**src/sv/vau_pkg.sv**
```systemverilog
// Shared types, codes and helpers for the vector3 arithmetic unit.
// No dependencies.
package vau_pkg;

   localparam int DEF_FRAC_BITS = 16;
   localparam int DEF_COMP_BITS = 32;
   localparam int OUT_W         = 49;
   localparam int FUNC_W        = 3;
   localparam int STATUS_W      = 2;
   // wide enough for any full-precision sum at the largest component width
   localparam int WIDE_W        = 66;

   localparam logic [FUNC_W-1:0] FUNC_ADD   = 3'd0;
   localparam logic [FUNC_W-1:0] FUNC_SUB   = 3'd1;
   localparam logic [FUNC_W-1:0] FUNC_DOT   = 3'd2;
   localparam logic [FUNC_W-1:0] FUNC_CROSS = 3'd3;
   localparam logic [FUNC_W-1:0] FUNC_UNIT  = 3'd4;

   localparam logic [STATUS_W-1:0] STATUS_OK       = 2'd0;
   localparam logic [STATUS_W-1:0] STATUS_ZERO_VEC = 2'd1;
   localparam logic [STATUS_W-1:0] STATUS_BAD_OP   = 2'd2;

   // control and finished results that ride along the cell chain
   typedef struct packed {
      logic                       valid;
      logic [FUNC_W-1:0]          func;
      logic [2:0]                 neg;
      logic signed [OUT_W-1:0]    res_x;
      logic signed [OUT_W-1:0]    res_y;
      logic signed [OUT_W-1:0]    res_z;
      logic signed [OUT_W-1:0]    scalar;
      logic [STATUS_W-1:0]        status;
   } vau_side_type;

   // saturate a wide signed value to the result field range
   function automatic logic signed [OUT_W-1:0] clamp_out(input logic signed [WIDE_W-1:0] v);
      logic signed [WIDE_W-1:0] hi;
      logic signed [WIDE_W-1:0] lo;
      hi = {{(WIDE_W-OUT_W+1){1'b0}}, {(OUT_W-1){1'b1}}};
      lo = ~hi;
      if (v > hi) begin
         return hi[OUT_W-1:0];
      end else if (v < lo) begin
         return lo[OUT_W-1:0];
      end
      return v[OUT_W-1:0];
   endfunction

endpackage

```
**src/sv/vau_div_cell.sv**
```systemverilog
// One quotient bit of the three unit-vector divisions, restoring form.
// Depends on vau_pkg.
module vau_div_cell import vau_pkg::*; #(
   parameter int MAG_W = DEF_COMP_BITS,
   parameter int Q_W   = DEF_FRAC_BITS + 1
) (
   input  logic                     clock,
   input  logic                     reset,
   input  logic                     en,
   input  vau_side_type             side_in,
   input  logic [MAG_W-1:0]         mag_in,
   input  logic [2:0][MAG_W:0]      part_in,
   input  logic [2:0][Q_W-1:0]      quo_in,
   output vau_side_type             side_out,
   output logic [MAG_W-1:0]         mag_out,
   output logic [2:0][MAG_W:0]      part_out,
   output logic [2:0][Q_W-1:0]      quo_out
);

   logic [2:0]             ge;
   logic [2:0][MAG_W:0]    diff;

   vau_side_type           side_ff;
   logic [MAG_W-1:0]       mag_ff;
   logic [2:0][MAG_W:0]    part_ff;
   logic [2:0][Q_W-1:0]    quo_ff;

   // compare each partial remainder with the magnitude
   always_comb begin
      for (int i = 0; i < 3; i++) begin
         ge[i]   = (part_in[i] >= {1'b0, mag_in});
         diff[i] = ge[i] ? (part_in[i] - {1'b0, mag_in}) : part_in[i];
      end
   end

   // hold the valid flag under reset
   always_ff @(posedge clock) begin
      if (reset) begin
         side_ff.valid <= 1'b0;
      end else if (en) begin
         side_ff.valid <= side_in.valid;
      end
   end

   // advance the payload, doubling the remainders
   always_ff @(posedge clock) begin
      if (en) begin
         side_ff.func   <= side_in.func;
         side_ff.neg    <= side_in.neg;
         side_ff.res_x  <= side_in.res_x;
         side_ff.res_y  <= side_in.res_y;
         side_ff.res_z  <= side_in.res_z;
         side_ff.scalar <= side_in.scalar;
         side_ff.status <= side_in.status;
         mag_ff         <= mag_in;
         for (int i = 0; i < 3; i++) begin
            part_ff[i] <= {diff[i][MAG_W-1:0], 1'b0};
            quo_ff[i]  <= {quo_in[i][Q_W-2:0], ge[i]};
         end
      end
   end

   assign side_out = side_ff;
   assign mag_out  = mag_ff;
   assign part_out = part_ff;
   assign quo_out  = quo_ff;

endmodule

```
**config.mk**
```make
export PLATFORM = sky130hd
export DESIGN_NAME = vau_div_cell
export DESIGN_NICKNAME = d
export VERILOG_FILES = /design/src/sv/vau_pkg.sv /design/src/sv/vau_div_cell.sv
export SDC_FILE = /design/constraint.sdc
export NUM_CORES = 1
export LEC_CHECK = 0
export BUFFER_PORTS_ARGS = -buffer_cell sky130_fd_sc_hd__clkbuf_2
export CELL_PAD_IN_SITES_DETAIL_PLACEMENT = 1
export CELL_PAD_IN_SITES_GLOBAL_PLACEMENT = 1
export CORE_AREA = 2 2 299 301
export CTS_BUF_LIST = sky130_fd_sc_hd__clkbuf_4 sky130_fd_sc_hd__clkbuf_8
export DETAILED_ROUTE_END_ITERATION = 6
export DIE_AREA = 0 0 301 303
export MAX_ROUTING_LAYER = met4
export PLACE_DENSITY = 0.47
export SLEW_MARGIN = 20
export SYNTH_ARGS = -nofsm -noshare
export SYNTH_HDL_FRONTEND = slang
export SYNTH_SLANG_ARGS = --single-unit
```
**constraint.sdc**
```tcl
create_clock -name clock -period 3.4 [get_ports clock]
set_input_delay 0.17 -clock clock [delete_from_list [all_inputs] [get_ports clock]]
set_output_delay 0.17 -clock clock [all_outputs]
set_load 0.01 [all_outputs]
```
==> impl_metrics.json <==
{
  "synth_flop_cell": "edfxtp_1",
  "detail-route-antenna-nets": 0,
  "setup_ws_ns": 0.231,
  "max_freq_mhz": 316,
  "worst-setup-path-type": "primary input to flop",
  "post_cts_buffers": 0,
  "cp-end-kind": "flop",
  "drive_gt1_share_pct": 36.3,
  "path_max_fanout": 20,
  "grt_pass1_vias": 18486,
  "vias": 17402,
  "critPathSlowestCell": "dlygate4sd3_1",
  "hold_viol": 0,
  "final_cell_mix": "769 x clkbuf_2, 383 x dlygate4sd3_1, 383 x edfxtp_1",
  "ir_drop_mv": 0.263,
  "crit_arrival_ns": 3.59,
  "cap_violations": 0,
  "clock_latency_ns": 0.69,
  "cts_made_buffers": 77,
  "avgSynthCellArea_sq_um": 12.7,
  "setup_violations": 0,
  "synth_largest_type_area_fraction_pct": 62.8,
  "hpwl_um": 83200,
  "outcome": "finished, final reports clean",
  "fin_nets": 3202,
  "clk_pin_slew_worst_paths_ns": 0.06,
  "leakage_nw": 12.9,
  "path_cells": "dlygate4sd3_1 > clkbuf_2 > inv_1 > ha_1 > and3_1 > buf_4 > nand4_1 > nor4_1 > a311o_1 > o21bai_1 > o41ai_2 > inv_2 > buf_12 > mux2_4",
  "place_congestion": 0.903,
  "power.density_nw_per_um2": 495,
  "grt_max_degree": 88,
  "antenna_found_initial": 22,
  "io_pins": 777,
  "synth_seq_area_share_pct": 62.9,
  "vias_per_cell": 4.41,
  "hold-worst-slack_ns": 0.189,
  "numPortBuffers": 770,
  "grtUsageTotal_pct": 22.2,
  "die_w_um": 301,
  "yosys_warnings": 0,
  "maxSlewViolCount": 0,
  "synth_area_leaders": "edfxtp_1 63%, ha_1 6.6%, a21oi_1 3.4%, o21ai_0 2.7%, nor2_1 2.2%",
  "die_h_um": 303,
  "clock-root-buffer": "clkbuf_8",
  "grt_pass1_wl_um": 138000,
  "start_util_pct": 20.8,
  "finalCriticalPeriod_ns": 3.17,
  "slowest_delay_ns": 0.55,
  "async_reset_ff_share_pct": 0,
  "yosysUniqueCellTypes": 76,
  "dieArea_sq_um": 91200,
  "routed_wl_um": 102000,
  "final_common_cell": "clkbuf_2",
  "cp.required_ns": 3.82,
  "overflow": 0,
  "ctsHtreeMaxLevel": 3,
  "cts_num_sinks": 384,
  "synth_top_area_cell": "edfxtp_1",
  "critPathBufInv": 6,
  "fin_util_pct": 33.8,
  "wl_per_cell_um": 25.8,
  "clk_path_buf_depth": 3,
  "post-route-period-util_pct": 93.2,
  "rows": 109,
  "drc": 0,
  "synth_edf_count": 383,
  "hold_class": "primary input to flop",
  "nFillCells": 9897,
  "syn2layout_area_growth_pct": 62.2,
  "worstMarginPinSlew_ns": 0.921,
  "syn-cell-area_sq_um": 18300,
  "drt_iter0_drc": 863,
  "place_worst_setup_slack_ns": -0.00986,
  "crit_path_start_kind": "primary input",
  "synth_cells": 1447,
  "path_delay_family": "buffers and inverters",
  "rsz0062_at_grt": "no",
  "cts_resized": 0,
  "skew_ns": 0,
  "ys_seq_elements": 384,
  "slew_headroom_pct": 38.6,
  "core-area_sq_um": 88000,
  "cts_hold_buf": 383,
  "cts_tree": "done",
  "dr.pass1.iters": 4
}
## cells in the mapped netlist (15+ instances only)
master,n
edfxtp_1,383
a21oi_1,126
nor2_1,109
nand2_1,106
o21ai_0,97
ha_1,96
inv_1,66
a21o_1,44
xnor2_1,39
xor2_1,31
clkbuf_1,30
nand4_1,23
nand3_1,22
nor3_1,20
a31oi_1,17
o21a_1,17
buf_2,15
## power breakdown
| group | switching [mW] | internal (mW) | total (mW) |
|---|---|---|---|
| sequential | 0.192 | 5.79 | 5.98 |
| clock | 2.31 | 2.99 | 5.30 |
| combinational | 1.97 | 1.45 | 3.41 |
## cell type report
class / count / area [sq um] / share of cell area (%)
inverters: 67 / 251 / 0.847
diodes: 9 / 22.5 / 0.0759
clock buffers: 97 / 1220 / 4.12
multi-input cells: 944 / 6290 / 21.2
repair buffers: 1239 / 8490 / 28.6
well taps: 1165 / 1460 / 4.91
flip-flops and latches: 384 / 11500 / 38.8
clock inverters: 45 / 432 / 1.45
## state kept, by name, summed over array words and instances (netlist names)
signal / flops
mag_out: 32
quo_out: 51
part_out: 96
side_out: 205
## path summary, 6_finish.rpt
path / from / cells past startpoint / slack (ns) / endpoint
worst max register to register: side_out[204] / 3 / 2.22 / side_out[204]
worst min-delay path: side_in[13] / 2 / 0.19 / side_out[13]
worst min register to register: side_out[204] / 3 / 1.08 / side_out[204]
worst max-delay path: mag_in[4] / 14 / 0.23 / part_out[88]
## per-stage QoR
stage | cells | setup TNS [ns] | total power, mW | cell area (sq um)
2_1_floorplan | 1449 | 0 | 7.42 | 18300
6_report | 3950 | 0 | 14.7 | 29700
4_1_cts | 3941 | 0 | 15.0 | 29700
5_1_grt | 3949 | 0 | 15.4 | 29700
3_5_place_dp | 3416 | -0.0253 | 9.13 | 24200
3_3_place_gp | 3416 | 0 | 9.12 | 24200
## routing by layer
metal | vias to the layer above | part of all wire [%] | GRT usage, %
met5 | - | 0 | -
met4 | 0 | 2.5 | 6.31
met3 | 134 | 5.9 | 5.18
met2 | 555 | 52 | 39.2
met1 | 8683 | 40 | 25.0
li1 | 8030 | - | -
## cells by family (layout without fill, tap and decap cells)
logic type	after synthesis	in the layout	share of synthesized area, %
other	1	12	0.0205
muxes	17	17	1.12
buffers and inverters	121	1448	2.81
AOI/OAI and AO/OA	405	405	14.0
and+or+nand+nor	350	350	8.85
DFF	384	384	62.9
xor gates and xnor gates	70	70	3.35
adders and majority gates	99	99	6.89
Note: power is estimated with default switching activity, not from simulation.
