`config.mk`:
```
export PLATFORM = sky130hd
export DESIGN_NAME = vau_sqrt_cell
export DESIGN_NICKNAME = d
export VERILOG_FILES = /design/src/sv/vau_pkg.sv /design/src/sv/vau_sqrt_cell.sv
export SDC_FILE = /design/constraint.sdc
export NUM_CORES = 1
export LEC_CHECK = 0
export BUFFER_PORTS_ARGS = -buffer_cell sky130_fd_sc_hd__buf_4
export CORE_AREA = 4 4 333 335
export DETAILED_ROUTE_END_ITERATION = 12
export DIE_AREA = 0 0 337 339
export HOLD_SLACK_MARGIN = 0.15
export SYNTH_ARGS = -nofsm -noshare
export SYNTH_HDL_FRONTEND = slang
export SYNTH_SLANG_ARGS = --single-unit
export TNS_END_PERCENT = 30
```
`constraint.sdc`:
```
create_clock -name clock -period 9.82 [get_ports clock]
set_input_delay 0.982 -clock clock [delete_from_list [all_inputs] [get_ports clock]]
set_output_delay 0.982 -clock clock [all_outputs]
set_load 0.05 [all_outputs]
```
`src/sv/vau_pkg.sv`:
```
// Shared types, codes and helpers for the vector3 arithmetic unit.
// No dependencies.
package vau_pkg;

   localparam int DEF_FRAC_BITS = 16;
   localparam int DEF_COMP_BITS = 32;
   localparam int OUT_W         = 49;
   localparam int FUNC_W        = 3;
   localparam int STATUS_W      = 2;
   // wide enough for any full-precision sum at the largest component width
   localparam int WIDE_W        = 66;

   localparam logic [FUNC_W-1:0] FUNC_ADD   = 3'd0;
   localparam logic [FUNC_W-1:0] FUNC_SUB   = 3'd1;
   localparam logic [FUNC_W-1:0] FUNC_DOT   = 3'd2;
   localparam logic [FUNC_W-1:0] FUNC_CROSS = 3'd3;
   localparam logic [FUNC_W-1:0] FUNC_UNIT  = 3'd4;

   localparam logic [STATUS_W-1:0] STATUS_OK       = 2'd0;
   localparam logic [STATUS_W-1:0] STATUS_ZERO_VEC = 2'd1;
   localparam logic [STATUS_W-1:0] STATUS_BAD_OP   = 2'd2;

   // control and finished results that ride along the cell chain
   typedef struct packed {
      logic                       valid;
      logic [FUNC_W-1:0]          func;
      logic [2:0]                 neg;
      logic signed [OUT_W-1:0]    res_x;
      logic signed [OUT_W-1:0]    res_y;
      logic signed [OUT_W-1:0]    res_z;
      logic signed [OUT_W-1:0]    scalar;
      logic [STATUS_W-1:0]        status;
   } vau_side_type;

   // saturate a wide signed value to the result field range
   function automatic logic signed [OUT_W-1:0] clamp_out(input logic signed [WIDE_W-1:0] v);
      logic signed [WIDE_W-1:0] hi;
      logic signed [WIDE_W-1:0] lo;
      hi = {{(WIDE_W-OUT_W+1){1'b0}}, {(OUT_W-1){1'b1}}};
      lo = ~hi;
      if (v > hi) begin
         return hi[OUT_W-1:0];
      end else if (v < lo) begin
         return lo[OUT_W-1:0];
      end
      return v[OUT_W-1:0];
   endfunction

endpackage

```
`src/sv/vau_sqrt_cell.sv`:
```
// One digit step of the floor square root, two radicand bits per cell.
// Depends on vau_pkg.
module vau_sqrt_cell import vau_pkg::*; #(
   parameter int ROOT_W = DEF_COMP_BITS,
   parameter int PASS_W = 3 * DEF_COMP_BITS
) (
   input  logic                  clock,
   input  logic                  reset,
   input  logic                  en,
   input  vau_side_type          side_in,
   input  logic [2*ROOT_W-1:0]   rad_in,
   input  logic [ROOT_W:0]       rem_in,
   input  logic [ROOT_W-1:0]     root_in,
   input  logic [PASS_W-1:0]     pass_in,
   output vau_side_type          side_out,
   output logic [2*ROOT_W-1:0]   rad_out,
   output logic [ROOT_W:0]       rem_out,
   output logic [ROOT_W-1:0]     root_out,
   output logic [PASS_W-1:0]     pass_out
);

   logic [ROOT_W+2:0]   rem_try;
   logic [ROOT_W+2:0]   trial;
   logic [ROOT_W+2:0]   rem_diff;
   logic                take;

   vau_side_type        side_ff;
   logic [2*ROOT_W-1:0] rad_ff;
   logic [ROOT_W:0]     rem_ff;
   logic [ROOT_W-1:0]   root_ff;
   logic [PASS_W-1:0]   pass_ff;

   // bring down the next two radicand bits and try the next root bit
   assign rem_try  = {rem_in, rad_in[2*ROOT_W-1 -: 2]};
   assign trial    = {1'b0, root_in, 2'b01};
   assign take     = (rem_try >= trial);
   assign rem_diff = take ? (rem_try - trial) : rem_try;

   // hold the valid flag under reset
   always_ff @(posedge clock) begin
      if (reset) begin
         side_ff.valid <= 1'b0;
      end else if (en) begin
         side_ff.valid <= side_in.valid;
      end
   end

   // advance the payload
   always_ff @(posedge clock) begin
      if (en) begin
         side_ff.func   <= side_in.func;
         side_ff.neg    <= side_in.neg;
         side_ff.res_x  <= side_in.res_x;
         side_ff.res_y  <= side_in.res_y;
         side_ff.res_z  <= side_in.res_z;
         side_ff.scalar <= side_in.scalar;
         side_ff.status <= side_in.status;
         rad_ff         <= {rad_in[2*ROOT_W-3:0], 2'b00};
         rem_ff         <= rem_diff[ROOT_W:0];
         root_ff        <= {root_in[ROOT_W-2:0], take};
         pass_ff        <= pass_in;
      end
   end

   assign side_out = side_ff;
   assign rad_out  = rad_ff;
   assign rem_out  = rem_ff;
   assign root_out = root_ff;
   assign pass_out = pass_ff;

endmodule

```
==> reports/qor.yml <==
timing:
  final.setup.tns_ns: 0
  fin_skew_ns: 0
  final.min_clock_period_ns: 3.95
  setup_viol: 0
  slew_viol_final: 0
  relSlewSlack: 0.340
  hold_ws_ns: 0.524
  max_freq_mhz: 253
  hold_viol_final: 0
  rsz0062_at_grt: "false"
  min_period_over_period: 0.402
  worstMarginPinSlew_ns: 0.990
cells_and_area:
  fillers: 11400
  seq_area_mm2: 0.0128
  layout.cells.non_filler: 3160
  fin_nets: 2169
  post-route-util: 0.234
  multiInputGateArea_mm2: 0.00234
  drive_gt1_frac: 0.561
  area_growth_pct: 64.0
cts:
  htree_levels: 2
  clock_latency_ns: 0.60
  clk_pin_slew_ns: 0.07
  cts_tree: "done"
  cts_resized: 0
  numCtsBuffers: 53
  cts.path.max_buffers: 3
  holdBufCountCts: 0
  numClockSinks: 428
  post_cts_buffers: 0
  cts_root_buf: "clkbuf_16"
global_route:
  grt_pass1_wl_um: 94400
  first_global_vias: 11300
  grt_max_degree: 146
  grt_overflow: 0
  antenna_found_initial: 29
  grt_use_total: 0.120
place:
  gp_congestion: 0.866
  port_buffers: 860
  place_hpwl_um: 59700
  post-place-cells: 3061
synth:
  synth-seq-cells: 428
  synthCells: 791
  synth_edf_count: 427
  synthTopCellsByArea: "edfxtp_1, ha_1, mux2_4"
  seq_area_frac_synth: 0.831
  ys_warn_count: 0
  avgSynthCellArea_um2: 19.5
  synth_area_mm2: 0.0155
  synth_top_area_frac: 0.830
  ys.flop_type: "edfxtp_1"
  synth.largest_area_cell: "edfxtp_1"
  synth.distinct_cells: 59
  synthArstFlopShare: 0
pwr:
  peakVddDrop_v: 0.000125
  leakage_uw: 0.0104
  pwr-share-seq: 0.418
  switching_share: 0.317
  pwr-share-comb: 0.226
  p_int_uw: 3680
  power.density_mw_per_mm2: 213
  switching_power_uw: 1710
  finalPower_uw: 5390
  power_frac_clock: 0.356
critical_path:
  critPathArrivalTime_ns: 4.33
  path_cells: "buf_4 > inv_1 > ha_1 > o21a_1 > o22ai_2 > nor4_1 > o2111ai_2 > a2111oi_4 > o211ai_4 > and2_4 > inv_8 > mux2_2"
  cp_top_family: "compound AO/OA/AOI/OAI gates"
  crit_buf_inv: 3
  worstSetupStartpointType: "input pin"
  path_class: "in -> reg"
  critPathMaxFanout: 24
  cp_slowest_stage_delay_ns: 0.56
  worst_path_max_delay_cell: "nor4_1"
  endpoint_kind: "flop"
  cp_data_required_time_ns: 10.20
detailed_routing:
  dr.pass1.iters: 5
  route.vias.total: 11200
  antenna_left: 0
  drc: 0
  routed_wl_um: 72800
  routedWlPerCell_um: 23.1
  dr.first_iter.drc_count: 747
  via_per_inst: 3.54
floorplanning:
  dieArea_mm2: 0.114
  die_y_um: 339
  rows: 121
  pin_count: 863
  start_util: 0.143
  core-area_mm2: 0.108
  die_w_um: 337
status:
  status: "finished, final reports clean"
flow_run:
  max_cap_viol_count: 0
hold_path:
  hold_class: "in -> reg"
-- metal layers --
metal / vias up / track usage / routed length (um)
met1: 5442 / 0.121 / 24600
met3: 137 / 0.0707 / 10200
met2: 652 / 0.204 / 35400
met5: - / 0 / 90
met4: 14 / 0.0439 / 2470
li1: 4928 / - / -
-- power by group through the flow --
stage / combinational [uW] / sequential [uW] / clock [uW]
after floorplan: 158 / 2820 / 0
after global placement: 1220 / 2290 / 0
after detailed placement: 1230 / 2290 / 0
after CTS: 1230 / 2250 / 2010
after global routing: 1270 / 2260 / 2080
final: 1220 / 2250 / 1920
-- through the flow --
step | worst slack [ns] | cell area, um^2
3_3_place_gp | 5.27 | 23600
2_1_floorplan | 6.07 | 15500
4_1_cts | 5.97 | 25300
3_5_place_dp | 5.25 | 23600
6_report | 5.87 | 25300
5_1_grt | 5.71 | 25300
-- path summary, 6_finish.rpt --
check | start | endpoint | slack (ns) | cells past startpoint
setup / recovery | root_in[1] | rem_out[3]$_DFFE_PP_ | 5.87 | 12
hold / removal | reset | side_out[204]$_SDFFE_PP0P_ | 0.52 | 2
setup reg to reg | side_out[204]$_SDFFE_PP0P_ | side_out[204]$_SDFFE_PP0P_ | 9.19 | 2
hold reg to reg | side_out[204]$_SDFFE_PP0P_ | side_out[204]$_SDFFE_PP0P_ | 0.56 | 2
-- state kept, by name (all words and copies together), names as in the netlist --
signal    flops
rem_out      33
side_out    205
pass_out     96
rad_out      62
root_out     32
-- cell families after synthesis --
logic type / count (synthesis) / synth area share
buf+inv: 56 / 0.0178
other cells: 1 / 0.000243
fa+ha+maj: 34 / 0.0275
compound gates: 122 / 0.0557
mux: 24 / 0.0217
simple gates: 101 / 0.0318
xor+xnor: 25 / 0.0142
flops: 428 / 0.831
-- cell usage after synthesis, drive strengths merged, types with 3 or more instances --
library cell,n
a211oi,3
mux2,22
a2111oi,5
nand3,12
ha,34
and4,4
nor3,9
o31ai,5
edfxtp,427
nand2,26
o21ai,26
xnor2,18
or2,3
nor4,3
a21o,11
a31oi,5
xor2,7
and2,3
a211o,3
o211ai,4
inv,46
nand4,3
nor2,26
buf,6
a21oi,35
clkbuf,4
o21a,9
or3,5
-- layout by cell type (no fill, tap or decap), drive strengths merged, types with 9 or more instances in the layout --
cell,Yosys,layout
clkbuf,4,65
nor2,26,26
a21oi,35,35
o21a,9,9
buf,6,865
clkinv,0,20
nor3,9,9
xnor2,18,18
o21ai,26,26
nand2,26,26
inv,46,51
nand3,12,12
mux2,22,22
ha,34,34
edfxtp,427,427
a21o,11,11
-- area by class of cell --
| cell class | instances | share of cell area |
|---|---|---|
| clock buffers | 65 | 0.0541 |
| well taps | 1414 | 0.0698 |
| clock inverters | 30 | 0.0122 |
| repair buffers | 865 | 0.257 |
| multi-input cells | 308 | 0.0923 |
| diodes | 4 | 0.000395 |
| flip-flops and latches | 428 | 0.507 |
| inverters | 46 | 0.00711 |
No activity file was read; power rests on OpenSTA's default activity.
